### src/rtl/esd_pkg.sv
// Shared types and constants for the escape sequence decoder.
// Depends on nothing; every other file imports it.
`timescale 1ns / 1ps
`default_nettype none

package esd_pkg;

	// One raw character of a string literal
	typedef struct packed {
		logic [7:0] char_in;
		logic       final_char;
	} in_item_t;

	// One decoded byte
	typedef struct packed {
		logic [7:0] byte_out;
		logic       run_end;
		logic       literal_end;
	} out_item_t;

	// Decoder mode
	typedef enum logic [1:0] {
		MODE_PLAIN = 2'd0,
		MODE_ESC   = 2'd1,
		MODE_HEX0  = 2'd2,
		MODE_HEX1  = 2'd3
	} mode_t;

	// Result of decoding one character: up to two bytes and the next state
	typedef struct packed {
		logic [1:0] n;
		out_item_t  res0;
		out_item_t  res1;
		mode_t      next_mode;
		logic [3:0] next_nibble;
	} dec_t;

	localparam logic [7:0] CH_BACKSLASH = 8'h5C;
	localparam logic [7:0] CH_X         = 8'h78;
	localparam logic [7:0] CH_N         = 8'h6E;
	localparam logic [7:0] CH_T         = 8'h74;
	localparam logic [7:0] CH_R         = 8'h72;
	localparam logic [7:0] CH_ZERO      = 8'h30;
	localparam logic [7:0] BYTE_LF      = 8'h0A;
	localparam logic [7:0] BYTE_TAB     = 8'h09;
	localparam logic [7:0] BYTE_CR      = 8'h0D;
	localparam logic [7:0] BYTE_NUL     = 8'h00;

	// Output queue sizing
	localparam int OUT_DEPTH = 4;
	localparam int PTR_W     = $clog2(OUT_DEPTH);
	localparam int CNT_W     = $clog2(OUT_DEPTH + 1);

endpackage

`default_nettype wire

### src/rtl/esd_decode.sv
// Combinational decode of one literal character against the current mode.
// Depends on esd_pkg for item, mode and result types.
`timescale 1ns / 1ps
`default_nettype none

module esd_decode import esd_pkg::*; (
	input  mode_t      mode,
	input  logic [3:0] nibble,
	input  in_item_t   item,
	output dec_t       dec
);

	// Hex digit value, top bit set when the character is a hex digit
	function automatic logic [4:0] hex_value(input logic [7:0] c);
		logic [4:0] r;
		r = 5'd0;
		if (c >= 8'h30 && c <= 8'h39) begin
			r = {1'b1, 4'(c - 8'h30)};
		end else if (c >= 8'h61 && c <= 8'h66) begin
			r = {1'b1, 4'(c - 8'h57)};
		end else if (c >= 8'h41 && c <= 8'h46) begin
			r = {1'b1, 4'(c - 8'h37)};
		end
		return r;
	endfunction

	logic [7:0] c;
	logic       fin;
	logic [4:0] hex;
	logic       plain_esc;
	logic [7:0] b0;
	logic [7:0] b1;
	logic [1:0] n;
	mode_t      nmode;
	logic [3:0] nnib;

	assign c         = item.char_in;
	assign fin       = item.final_char;
	assign hex       = hex_value(c);
	assign plain_esc = (c == CH_BACKSLASH) && !fin;

	// Select emitted bytes and next state per mode
	always_comb begin
		b0    = c;
		b1    = c;
		n     = 2'd0;
		nmode = MODE_PLAIN;
		nnib  = nibble;
		unique case (mode)
			MODE_PLAIN: begin
				if (plain_esc) begin
					nmode = MODE_ESC;
				end else begin
					n = 2'd1;
				end
			end
			MODE_ESC: begin
				n = 2'd1;
				if (c == CH_N) begin
					b0 = BYTE_LF;
				end else if (c == CH_T) begin
					b0 = BYTE_TAB;
				end else if (c == CH_R) begin
					b0 = BYTE_CR;
				end else if (c == CH_ZERO) begin
					b0 = BYTE_NUL;
				end else if (c == CH_X && !fin) begin
					n     = 2'd0;
					nmode = MODE_HEX0;
				end
			end
			MODE_HEX0: begin
				if (hex[4]) begin
					if (fin) begin
						n  = 2'd1;
						b0 = {4'd0, hex[3:0]};
					end else begin
						nnib  = hex[3:0];
						nmode = MODE_HEX1;
					end
				end else begin
					// lone x, then the character as plain text or as the start of a new escape
					b0 = CH_X;
					if (plain_esc) begin
						n     = 2'd1;
						nmode = MODE_ESC;
					end else begin
						n = 2'd2;
					end
				end
			end
			MODE_HEX1: begin
				nnib = 4'd0;
				if (hex[4]) begin
					n  = 2'd1;
					b0 = {nibble, hex[3:0]};
				end else begin
					// one-digit byte, then the character as plain text or as the start of a new escape
					b0 = {4'd0, nibble};
					if (plain_esc) begin
						n     = 2'd1;
						nmode = MODE_ESC;
					end else begin
						n = 2'd2;
					end
				end
			end
			default: begin
				n = 2'd0;
			end
		endcase
		if (fin) begin
			nmode = MODE_PLAIN;
			nnib  = 4'd0;
		end
	end

	// Pack results, marking the last one
	always_comb begin
		dec.n                 = n;
		dec.next_mode         = nmode;
		dec.next_nibble       = nnib;
		dec.res0.byte_out     = b0;
		dec.res0.run_end      = (n == 2'd1);
		dec.res0.literal_end  = (n == 2'd1) && fin;
		dec.res1.byte_out     = b1;
		dec.res1.run_end      = 1'b1;
		dec.res1.literal_end  = fin;
	end

endmodule

`default_nettype wire

### src/rtl/escape_sequence_decoder_top.sv
// Top level of the escape sequence decoder: mode registers and output queue.
// Depends on esd_pkg and esd_decode.
//
// Usage:
//   Characters of a string literal enter on the char channel (valid/ready),
//   one per transfer, final_char set on the last one. Decoded bytes leave on
//   the byte channel (valid/ready), with run_end on the last byte caused by a
//   character and literal_end on the final byte of the literal.
//   Each accepted character is decoded in the cycle of its transfer against
//   the mode registers; its zero, one or two bytes are written to a
//   four-entry output queue. The first byte is offered in the next cycle
//   if the queue was empty. The block accepts one character per cycle while the
//   queue has two free entries; bytes leave at one per cycle while byte_ready
//   is high, so characters that produce two bytes drain at the byte rate.
//   When the receiver stalls, the queue fills and char_ready drops once
//   fewer than two entries are free; nothing is lost.
//   Reset clears the mode to plain text, the held hex digit and the queue.
`timescale 1ns / 1ps
`default_nettype none

module escape_sequence_decoder_top import esd_pkg::*; (
	input  logic      clk,
	input  logic      arst_n,
	input  logic      char_valid,
	output logic      char_ready,
	input  in_item_t  char_item,
	output logic      byte_valid,
	input  logic      byte_ready,
	output out_item_t byte_item
);

	mode_t              mode_q;
	logic [3:0]         nibble_q;
	dec_t               dec;
	out_item_t          queue_q [OUT_DEPTH];
	logic [PTR_W-1:0]   wr_ptr_q;
	logic [PTR_W-1:0]   rd_ptr_q;
	logic [CNT_W-1:0]   count_q;
	logic               char_xfer;
	logic               byte_xfer;

	esd_decode u_decode (
		.mode   (mode_q),
		.nibble (nibble_q),
		.item   (char_item),
		.dec    (dec)
	);

	assign char_ready = (count_q <= CNT_W'(OUT_DEPTH - 2));
	assign char_xfer  = char_valid && char_ready;
	assign byte_valid = (count_q != '0);
	assign byte_xfer  = byte_valid && byte_ready;
	assign byte_item  = queue_q[rd_ptr_q];

	// Advance decoder mode on each character transfer
	always_ff @(posedge clk or negedge arst_n) begin
		if (!arst_n) begin
			mode_q   <= MODE_PLAIN;
			nibble_q <= 4'd0;
		end else if (char_xfer) begin
			mode_q   <= dec.next_mode;
			nibble_q <= dec.next_nibble;
		end
	end

	// Write decoded bytes into the queue
	always_ff @(posedge clk) begin
		if (char_xfer && dec.n != 2'd0) begin
			queue_q[wr_ptr_q] <= dec.res0;
		end
		if (char_xfer && dec.n == 2'd2) begin
			queue_q[wr_ptr_q + PTR_W'(1)] <= dec.res1;
		end
	end

	// Track queue pointers and fill level
	always_ff @(posedge clk or negedge arst_n) begin
		if (!arst_n) begin
			wr_ptr_q <= '0;
			rd_ptr_q <= '0;
			count_q  <= '0;
		end else begin
			if (char_xfer) begin
				wr_ptr_q <= wr_ptr_q + PTR_W'(dec.n);
			end
			if (byte_xfer) begin
				rd_ptr_q <= rd_ptr_q + PTR_W'(1);
			end
			count_q <= count_q + (char_xfer ? CNT_W'(dec.n) : CNT_W'(0))
				- (byte_xfer ? CNT_W'(1) : CNT_W'(0));
		end
	end

`ifndef SYNTHESIS
	a_count_bound: assert property (@(posedge clk) disable iff (!arst_n)
		count_q <= CNT_W'(OUT_DEPTH))
		else $error("output queue overfilled");

	a_final_plain: assert property (@(posedge clk) disable iff (!arst_n)
		(char_xfer && char_item.final_char) |=> (mode_q == MODE_PLAIN))
		else $error("mode not plain after final character");

	a_silent_escape: assert property (@(posedge clk) disable iff (!arst_n)
		(char_xfer && dec.n == 2'd0) |=>
		(mode_q == MODE_ESC || mode_q == MODE_HEX0 || mode_q == MODE_HEX1))
		else $error("character without result left decoder outside an escape");

	a_nibble_idle: assert property (@(posedge clk) disable iff (!arst_n)
		(mode_q != MODE_HEX1) |-> (nibble_q == 4'd0))
		else $error("held hex digit outside hex escape");
`endif

endmodule

`default_nettype wire
### config.mk
export PLATFORM = sky130hd
export DESIGN_NAME = escape_sequence_decoder_top
export DESIGN_NICKNAME = d
export VERILOG_FILES = /design/src/rtl/esd_pkg.sv /design/src/rtl/esd_decode.sv /design/src/rtl/escape_sequence_decoder_top.sv
export SDC_FILE = /design/constraint.sdc
export NUM_CORES = 1
export LEC_CHECK = 0
export BUFFER_PORTS_ARGS = -buffer_cell sky130_fd_sc_hd__buf_2
export CORE_ASPECT_RATIO = 1.5
export CORE_MARGIN = 2
export CORE_UTILIZATION = 50
export DETAILED_ROUTE_END_ITERATION = 10
export PLACE_DENSITY = 0.76
export SYNTH_ARGS = -nofsm -noshare
export SYNTH_HDL_FRONTEND = slang
export SYNTH_SLANG_ARGS = --single-unit
export TNS_END_PERCENT = 30
### constraint.sdc
create_clock -name clk -period 2.65 [get_ports clk]
set_input_delay 0.1325 -clock clk [delete_from_list [all_inputs] [get_ports clk]]
set_output_delay 0.1325 -clock clk [all_outputs]
set_load 0.005 [all_outputs]
==> summary.md, run 1 <==
| Metric | Value |
|---|---|
| Status | complete, no violations |
| Layout cells sized above 1 | 30.0% |
| Critical path arrival | 2760 ps |
| Via count | 3146 |
| H-tree Lvls | 2 |
| Die span in y | 107 microns |
| Hpwl dp | 7320 microns |
| Number of max-cap violations | 0 |
| Post-route clock period utilization | 96.7% |
| Fin util | 62.7% |
| Fin Setup TNS | 0 ps |
| Seq cells post-synth | 53 |
| Clock-pin slew on the worst setup and hold paths | 90 ps |
| Largest net degree at the start of global routing | 21 |
| Worst slew margin | 52.7% |
| Die ar. | 7710 sq um |
| # rows | 37 |
| Final setup viols | 0 |
| # DRC | 0 |
| Met2 wire length | 4880 microns |
| Clk Latency, worst-skew pair | 310 ps |
| TritonCTS clock tree | done |
| Post-CTS Setup Inserts | 0 |
| Grt ovf | 0 |
| DRT iter0 DRCs | 314 |
| Dominant cell type by area after synthesis | edfxtp_1 |
| Syn Area/Cell | 9.85 sq um |
| Die W | 72.4 microns |
| TritonCTS Buffers | 5 |
| Area contributors post-synth | edfxtp_1 31%, dfrtp_1 9.3%, mux4_2 6.4%, nand2_1 4.4%, o21ai_0 4.3% |
| RSZ-0062 raised after global routing | false |
| CP Class | in -> reg |
| Final Hold Vio Count | 0 |
| Top Layer Used | met4 |
| M1 WL | 3320 microns |
| Final net count | 445 |
| GPL Wtd Cong | 0.976 |
| Synth top cells by count | 41 x nand2_1, 36 x edfxtp_1, 30 x o21ai_0 |
| Overall Global Routing Usage | 25.5% |
| Share of the synthesized area in the top cell type | 30.8% |
| Top Ports | 25 |
| YS warnings | 0 |
| Crit end category | flip-flop |
| First-pass GRT wire length | 15300 microns |
| Post-synth EDFFs | 36 |
| Synth Instances | 356 |
| Top-count cell post-synth | nand2_1 |
| Layout area overhead | 22.6% |
| Critical Path Fanout Max | 7 |
| Starting Density | 51.2% |
| Final ANT Viol Nets | 0 |
| Clk buf depth | 2 |
| Min Tclk post-route | 2560 ps |
| Highest clock rate | 390 MHz |
| CP required | 2840 ps |
| Wire length on met3 | 489 microns |
| Vias per inst | 6.28 |
| Vias in the first global route | 3136 |
| Count of clock tree sinks | 53 |
| Root buffer cell | clkbuf_8 |
| Slew Limit Fails | 0 |
| Static Leakage | 0.00167 uW |
| HP Class | in -> reg |
| Synthesized area | 3510 sq um |
| Syn_nets | 379 |
| Seq/Total Area, Yosys | 42.4% |
| Total iterations of the first detailed-routing run | 6 |
| CP startpoint kind | input pin |
| Core Footprint | 6850 sq um |
| Main synth FF type | edfxtp_1 |
| Ant. Diodes | 0 |
| Synth cell types | 69 |
| Worst vdd ir | 0.000555 V |
| Asr flop ratio synth | 24.5% |
| Port Buf Inserts | 24 |
| Pwr dens | 687 nW/um^2 |
| Initial antenna violation count | 0 |
| Slew @ Worst Pin | 709 ps |
| Final WL | 9160 microns |
| Skew final | 6.88 ps |
| Per-cell routed wire length | 18.3 microns |
through the flow:
step                      instances  instance area, sq um  hold WS (ps)  setup WS, ps  total power, uW
final                           501                  4300           226          86.7             2950
after global routing            501                  4300           240          10.9             3140
after CTS                       501                  4280           232          32.5             2960
after detailed placement        492                  4170          34.8          -250             2430
after global placement          492                  4170          33.5          -177             2390
after floorplan                 356                  3610          -163          -123             2020
per-layer routing:
layer / track usage, % / up-vias
met5: 0 / -
met4: 12.8 / 0
met3: 3.48 / 47
met2: 44.8 / 149
met1: 29.9 / 1490
li1: - / 1460
cell usage in the layout, fill, tap and decap left out, types with 3 or more instances in the layout:
master	instances
edfxtp_1	36
o21ai_1	12
nand2_1	41
a22o_1	6
inv_1	10
mux4_2	10
o31ai_1	3
nor3_2	3
a32o_1	4
ha_4	3
a21oi_1	19
nand3_1	5
a31oi_1	3
nor2_1	26
nor3_1	5
dfxtp_1	4
clkbuf_8	5
nand2b_1	7
or3_1	3
buf_12	4
buf_2	24
ha_1	6
dfrtp_1	13
a22oi_1	3
o21a_1	3
and3_1	4
clkinv_1	3
o21ai_0	30
buf_4	55
a21o_1	4
and2_1	4
xnor2_1	4
o22ai_1	7
a211o_1	3
cells by family after synthesis:
group	share of synthesized area [%]
flops	42.4
xor+xnor	1.50
simple gates	17.8
mux	6.71
buf+inv	5.21
compound gates	22.6
fa+ha+maj	3.78
critical path, cell delays in order:
cell and delay, ps:
buf_2 140, inv_4 70, ha_4 120, or4bb_4 450, buf_4 160, o21ai_0 310, buf_4 180, a211o_1 270
ha_1 180, inv_1 60, fa_2 400, xnor2_2 150, xnor2_1 120
area by class of cell:
class                      count  area, sq um
multi-input combinational    262         1910
clock buffer                   6         72.6
fill                         602         2550
sequential                    53         1490
tap                           78         97.6
inverter                      16         77.6
clock inverter                 2         33.8
timing repair buffer          84          623
repair_timing:
item,4_1_cts,5_1_grt
gates resized for setup,0,4
endpoints found under the hold margin,13,0
hold buffers,1,0
endpoints found under the setup margin,0,39
final timing paths:
check | slack (ps) | to | from | cells after the start
max in group asynchronous | 2180 | nibble_q[2]$_DFFE_PN0P_ | arst_n | 2
setup / recovery | 90 | count_q[2]$_DFF_PN0_ | char_item[1] | 13
min in group asynchronous | 240 | nibble_q[0]$_DFFE_PN0P_ | arst_n | 2
hold reg to reg | 490 | count_q[2]$_DFF_PN0_ | count_q[2]$_DFF_PN0_ | 1
setup reg to reg | 140 | count_q[2]$_DFF_PN0_ | mode_q[1]$_DFFE_PN0P_ | 9
hold / removal | 230 | rd_ptr_q[0]$_DFFE_PN0P_ | byte_ready | 3
power by group:
part           total (uW)  switching [uW]  internal (uW)
Clock                 537             257            279
Combinational        1160             548            607
Sequential           1260             186           1080
Total                2950             992           1960
flip-flops by register name (all words and copies together) (netlist names):
name      flops
count_q       3
mode_q        2
nibble_q      4
queue_q      40
rd_ptr_q      2
wr_ptr_q      2
Power figures use the tool's default switching activity.
==> run 2, diff against run 1 <==
--- a/config.mk
+++ b/config.mk
@@ -11,6 +11,7 @@
 export CORE_UTILIZATION = 50
 export DETAILED_ROUTE_END_ITERATION = 10
 export PLACE_DENSITY = 0.76
+export RECOVER_POWER = 25
 export SYNTH_ARGS = -nofsm -noshare
 export SYNTH_HDL_FRONTEND = slang
 export SYNTH_SLANG_ARGS = --single-unit
==> run 2 against run 1 <==
Global-route usage unchanged. Utilization down 0.055 points. Clock skew grew 0.95 ps. Hold slack better by 37 ps. Critical path type unchanged. Combinational power is essentially flat. Count of clock-buffer cells in the layout did not move. Final area about the same. Highest routed layer unchanged. Sequential share of layout area about the same. Total power decreased by 0.21%. Maximum frequency barely moved. Setup slack better by 1.2 ps.
==> summary.md, run 2 (synthesis gave the netlist of run 1 again) <==
| Metric | Value |
|---|---|
| Die span in y | 107 microns (unchanged) |
| Most common cell after layout, fill and taps aside | buf_4 (unchanged) |
| Clk Latency, worst-skew pair | 310 ps (about the same) |
| Crit end category | flip-flop (unchanged) |
| Critical path arrival | 2760 ps (about the same) |
| CP required | 2840 ps (about the same) |
| # rows | 37 (unchanged) |
| Final ANT Viol Nets | 0 (unchanged) |
| Largest regs | queue_q (40), nibble_q (4), count_q (3) (unchanged) |
| Critical Path Fanout Max | 7 (unchanged) |
| Hpwl dp | 7320 microns (unchanged) |
| Die ar. | 7710 sq um (unchanged) |
| Final WL | 9140 microns (was 9160 microns) |
| DRT iter0 DRCs | 330 (was 314) |
| Overall Global Routing Usage | 25.5% (unchanged) |
| Post-route clock period utilization | 96.7% (about the same) |
| Vias in the first global route | 3136 (unchanged) |
| # DRC | 0 (unchanged) |
| Final Hold Vio Count | 0 (unchanged) |
| CP startpoint kind | input pin (unchanged) |
| Core Footprint | 6850 sq um (unchanged) |
| Vias per inst | 6.32 (was 6.28) |
| Starting Density | 51.2% (unchanged) |
| Number of max-cap violations | 0 (unchanged) |
| Root buffer cell | clkbuf_8 (unchanged) |
| TritonCTS Buffers | 5 (unchanged) |
| H-tree Lvls | 2 (unchanged) |
| Largest net degree at the start of global routing | 21 (unchanged) |
| Post-CTS Setup Inserts | 0 (unchanged) |
| Total Power | 2950 uW (about the same) |
| Grt ovf | 0 (unchanged) |
| Fillers | 604 (was 602) |
| Final net count | 445 (unchanged) |
| Clk buf depth | 2 (unchanged) |
| Final setup viols | 0 (unchanged) |
| Hold Crit Depth | 3 (unchanged) |
| Skew final | 7.83 ps (was 6.88 ps) |
| Slew Limit Fails | 0 (unchanged) |
| Top Ports | 25 (unchanged) |
| Count of clock tree sinks | 53 (unchanged) |
| Worst vdd ir | 0.000555 V (about the same) |
| Static Leakage | 0.00166 uW (was 0.00167 uW) |
| Ant. Diodes | 0 (unchanged) |
| Cell depth of the worst flop-to-flop path | 9 (unchanged) |
| Layout area overhead | 22.5% (was 22.6%) |
| Port Buf Inserts | 24 (unchanged) |
| Fin Setup TNS | 0 ps (unchanged) |
| Die W | 72.4 microns (unchanged) |
| Initial antenna violation count | 0 (unchanged) |
| Highest clock rate | 390 MHz (about the same) |
| Total iterations of the first detailed-routing run | 5 (was 6) |
| Most frequent cells in the layout | 54 x buf_4, 41 x nand2_1, 36 x edfxtp_1, 30 x o21ai_0, 26 x nor2_1 (was 55 x buf_4, 41 x nand2_1, 36 x edfxtp_1, 30 x o21ai_0, 26 x nor2_1) |
| Status | complete, no violations (unchanged) |
| First-pass GRT wire length | 15300 microns (unchanged) |
| GPL Wtd Cong | 0.976 (unchanged) |
| Slew @ Worst Pin | 720 ps (was 709 ps) |
| Via count | 3167 (was 3146) |
| Per-cell routed wire length | 18.2 microns (was 18.3 microns) |
| Largest Register | queue_q (unchanged) |
| CP Class | in -> reg (unchanged) |
| Flip-flop count of the largest register after layout | 40 (unchanged) |
| Final hold slack | 263 ps (was 226 ps) |
| Min Tclk post-route | 2560 ps (about the same) |
| RSZ-0062 raised after global routing | false (unchanged) |
| TritonCTS clock tree | done (unchanged) |
| Pwr dens | 686 nW/um^2 (was 687 nW/um^2) |
| Worst slew margin | 52.0% (was 52.7%) |
| Fin util | 62.7% (about the same) |
| Layout cells sized above 1 | 29.3% (was 30.0%) |
| Clock-pin slew on the worst setup and hold paths | 90 ps (about the same) |
| HP Class | in -> reg (unchanged) |
==> run 2: changes by cell type in the layout (fill, tap and decap cells not counted) <==
cell,previous run,this run
buf_2,24,21
clkbuf_4,0,1
and2_1,4,3
buf_4,55,54
and2_0,1,2
clkbuf_1,1,4
==> run 2: cell type report <==
cell class,instances,area [sq um],area share [%]
clock inverter,2,33.8,0.786
inverter,16,77.6,1.81
sequential,53,1490,34.6
multi-input combinational,262,1910,44.4
tap,78,97.6,2.27
clock buffer,6,72.6,1.69
timing repair buffer,84,619,14.4
==> run 2: timing repair <==
action | CTS | global route
setup endpoints to repair | 0 | 39
hold buffers | 1 | 0
hold endpoints to repair | 13 | 0
resized for setup | 0 | 4
==> run 2: critical path, stage by stage <==
cell	delay (ps)
buf_2	140
inv_4	70
ha_4	120
or4bb_4	460
buf_4	160
o21ai_0	310
buf_4	180
a211o_1	270
ha_1	180
inv_1	60
fa_2	400
xnor2_2	150
xnor2_1	120
==> run 2: final timing paths <==
kind                                  startpoint                      end  slack, ps
max                                 char_item[1]     count_q[2]$_DFF_PN0_         90
min                                 char_item[0]    mode_q[1]$_DFFE_PN0P_        260
max reg2reg                mode_q[1]$_DFFE_PN0P_     count_q[2]$_DFF_PN0_        140
min reg2reg                 count_q[2]$_DFF_PN0_     count_q[2]$_DFF_PN0_        490
max in group asynchronous                 arst_n  nibble_q[2]$_DFFE_PN0P_       1810
min in group asynchronous                 arst_n  nibble_q[0]$_DFFE_PN0P_        390
==> run 2: power by group <==
part | internal (uW) | leakage (uW) | switching (uW)
sequential | 1080 | 0.000535 | 186
clock | 279 | 0.0000528 | 258
combinational | 601 | 0.00108 | 547
total | 1960 | 0.00166 | 991
==> run 2: layer usage <==
| metal | share of wire, % | global-route usage, % |
|---|---|---|
| met5 | 0 | 0 |
| met4 | 4.9 | 12.8 |
| met3 | 5.3 | 3.48 |
| met2 | 54 | 44.8 |
| met1 | 36 | 29.9 |
==> run 2: stage by stage <==
stage / instances / setup WS, ps / area, sq um
final: 501 / 88.0 / 4300
after global routing: 501 / 5.73 / 4300
after CTS: 501 / 32.5 / 4280
after detailed placement: 492 / -250 / 4170
after global placement: 492 / -177 / 4170
after floorplan: 356 / -123 / 3610
==> run 3, diff against run 2 <==
--- a/config.mk
+++ b/config.mk
@@ -10,7 +10,7 @@
 export CORE_MARGIN = 2
 export CORE_UTILIZATION = 50
 export DETAILED_ROUTE_END_ITERATION = 10
-export PLACE_DENSITY = 0.76
+export PLACE_DENSITY = 0.73
 export RECOVER_POWER = 25
 export SYNTH_ARGS = -nofsm -noshare
 export SYNTH_HDL_FRONTEND = slang
==> constraint.sdc (replaced) <==
create_clock -name clk -period 2.9 [get_ports clk]
set_input_delay 0.145 -clock clk [delete_from_list [all_inputs] [get_ports clk]]
set_output_delay 0.145 -clock clk [all_outputs]
set_load 0.005 [all_outputs]
==> run 3 against run 2 <==
Sequential power down 8%. Combinational power shrank 22%. Non-clock buffer count is 24 lower. Clock skew is 0.62 ps higher. First-iteration DRC count up 13%. Flip-flop and latch count did not move. Highest routed layer unchanged.
==> summary.md, run 3 (synthesis gave the netlist of run 1 again) <==
| Metric | Value |
|---|---|
| # DRC | 0 (unchanged) |
| Worst vdd ir | 0.000466 V (was 0.000555 V) |
| Critical path arrival | 2840 ps (was 2760 ps) |
| Die span in y | 107 microns (unchanged) |
| Initial antenna violation count | 0 (unchanged) |
| Number of max-cap violations | 0 (unchanged) |
| Min Tclk post-route | 2590 ps |
| Post-CTS Setup Inserts | 0 (unchanged) |
| Crit end category | flip-flop (unchanged) |
| Worst hold endpoint | rd_ptr_q[0]$_DFFE_PN0P_ (was mode_q[1]$_DFFE_PN0P_) |
| Via count | 3034 (was 3167) |
| FF-to-FF setup slack | 350 ps (was 140 ps) |
| Slew @ Worst Pin | 741 ps (was 720 ps) |
| Fin Setup TNS | 0 ps (unchanged) |
| Reg2reg end | count_q[2]$_DFF_PN0_ (unchanged) |
| HP Class | in -> reg (unchanged) |
| R2r startpoint | mode_q[1]$_DFFE_PN0P_ (unchanged) |
| Starting Density | 51.2% (unchanged) |
| Clk Latency, worst-skew pair | 320 ps (was 310 ps) |
| Vias per inst | 6.36 (was 6.32) |
| Vias in the first global route | 2987 (was 3136) |
| Worst setup margin | 308 ps (was 88.0 ps) |
| H-tree Lvls | 2 (unchanged) |
| Slew Limit Fails | 0 (unchanged) |
| TritonCTS Buffers | 5 (unchanged) |
| Per-cell routed wire length | 18.7 microns (was 18.2 microns) |
| Count of clock tree sinks | 53 (unchanged) |
| Final setup viols | 0 (unchanged) |
| Largest regs | queue_q (40), nibble_q (4), count_q (3) (unchanged) |
| CP Class | in -> reg (unchanged) |
| Cell depth of the worst flop-to-flop path | 11 (was 9) |
| Clock-pin slew on the worst setup and hold paths | 90 ps (about the same) |
| Core Footprint | 6850 sq um (unchanged) |
| Die ar. | 7710 sq um (unchanged) |
| Hold Path Origin | byte_ready (was char_item[0]) |
| Largest net degree at the start of global routing | 17 (was 21) |
| Critical Path Fanout Max | 4 (was 7) |
| GPL Wtd Cong | 1.07 (was 0.976) |
| Largest Register | queue_q (unchanged) |
| RSZ-0062 raised after global routing | false (unchanged) |
| Pre-CTS setup slack | -12.1 ps (was -250 ps) |
| Flip-flop count of the largest register after layout | 40 (unchanged) |
| Final Hold Vio Count | 0 (unchanged) |
| Most common cell after layout, fill and taps aside | nand2_1 (was buf_4) |
| Hpwl dp | 6970 microns (was 7320 microns) |
| TritonCTS clock tree | done (unchanged) |
| Clk buf depth | 2 (unchanged) |
| First-pass GRT wire length | 14600 microns (was 15300 microns) |
| Ant. Diodes | 0 (unchanged) |
| Layout area overhead | 12.8% (was 22.5%) |
| Number of gates resized after CTS | 0 (unchanged) |
| Highest clock rate | 386 MHz |
| Final WL | 8930 microns (was 9140 microns) |
| Root buffer cell | clkbuf_8 (unchanged) |
| Skew final | 8.46 ps (was 7.83 ps) |
| DRT iter0 DRCs | 374 (was 330) |
| Final net count | 421 (was 445) |
| Top Ports | 25 (unchanged) |
| # rows | 37 (unchanged) |
| Hold-fix buffers at CTS | 1 (unchanged) |
| Die W | 72.4 microns (unchanged) |
| Total Power | 2480 uW (was 2950 uW) |
| Status | complete, no violations (unchanged) |
| Most frequent cells in the layout | 41 x nand2_1, 36 x edfxtp_1, 31 x buf_4, 30 x o21ai_0, 26 x nor2_1 (was 54 x buf_4, 41 x nand2_1, 36 x edfxtp_1, 30 x o21ai_0, 26 x nor2_1) |
| Port Buf Inserts | 24 (unchanged) |
| Hold Crit Depth | 3 (unchanged) |
| Pwr dens | 626 nW/um^2 (was 686 nW/um^2) |
| CP startpoint kind | input pin (unchanged) |
| Fin util | 57.7% (was 62.7%) |
| Static Leakage | 0.00149 uW (was 0.00166 uW) |
| Layout cells sized above 1 | 22.1% (was 29.3%) |
| Overall Global Routing Usage | 24.6% (was 25.5%) |
| Final ANT Viol Nets | 0 (unchanged) |
| Worst slew margin | 50.2% (was 52.0%) |
| CP required | 3150 ps (was 2840 ps) |
| Post-route clock period utilization | 89.4% |
| Total iterations of the first detailed-routing run | 5 (unchanged) |
| Grt ovf | 0 (unchanged) |
==> run 3: changes by cell type in the layout (fill, tap and decap cells not counted), sizes merged <==
cell      before  now
clkbuf        10   14
clkinvlp       0    2
clkinv         3    2
bufinv         1    0
buf           79   51
==> run 3: final cells by class <==
cell class                      instances  area [sq um]
Multi-Input combinational cell        262          1850
Clock buffer                            6          72.6
Fill cell                             631          2900
Clock inverter                          2          15.0
Tap cell                               78          97.6
Inverter                               16          62.6
Timing Repair Buffer                   60           373
Sequential cell                        53          1490
==> run 3: through the flow <==
step	area, sq um	hold slack (ps)	std cells
5_1_grt	3960	249	477
3_5_place_dp	3880	55.8	468
2_1_floorplan	3530	-151	356
4_1_cts	3980	178	477
3_3_place_gp	3880	47.2	468
6_report	3960	215	477
==> run 3: routing by layer <==
layer / routed length (microns) / GRT usage [%]
met1: 3400 / 28.4
met2: 4820 / 43.8
met3: 373 / 3.10
met4: 335 / 12.2
met5: 0 / 0
==> run 3: where the power goes <==
part	internal, uW	switching, uW
Clock	170	253
Combinational	446	453
Sequential	982	173
Total	1600	879
==> run 3: critical path: stages <==
cell and delay, ps:
buf_2 130, inv_2 90, ha_2 200, or4bb_4 470, or2_4 260, o311ai_2 100
and2_1 240, inv_4 40, ha_1 260, inv_1 40, ha_1 190, fa_2 340
xnor2_1 190, xnor2_1 140
==> run 3: worst max path at each step <==
stage	end	from	slack, ps
after floorplan	count_q[2]$_DFF_PN0_	char_item[1]	40
after global placement	count_q[2]$_DFF_PN0_	char_item[1]	60
after detailed placement	count_q[2]$_DFF_PN0_	char_item[1]	-10
after CTS	count_q[2]$_DFF_PN0_	char_item[1]	310
after global routing	queue_q[0][3]$_DFFE_PP_	char_item[5]	180
final	count_q[2]$_DFF_PN0_	char_item[1]	310
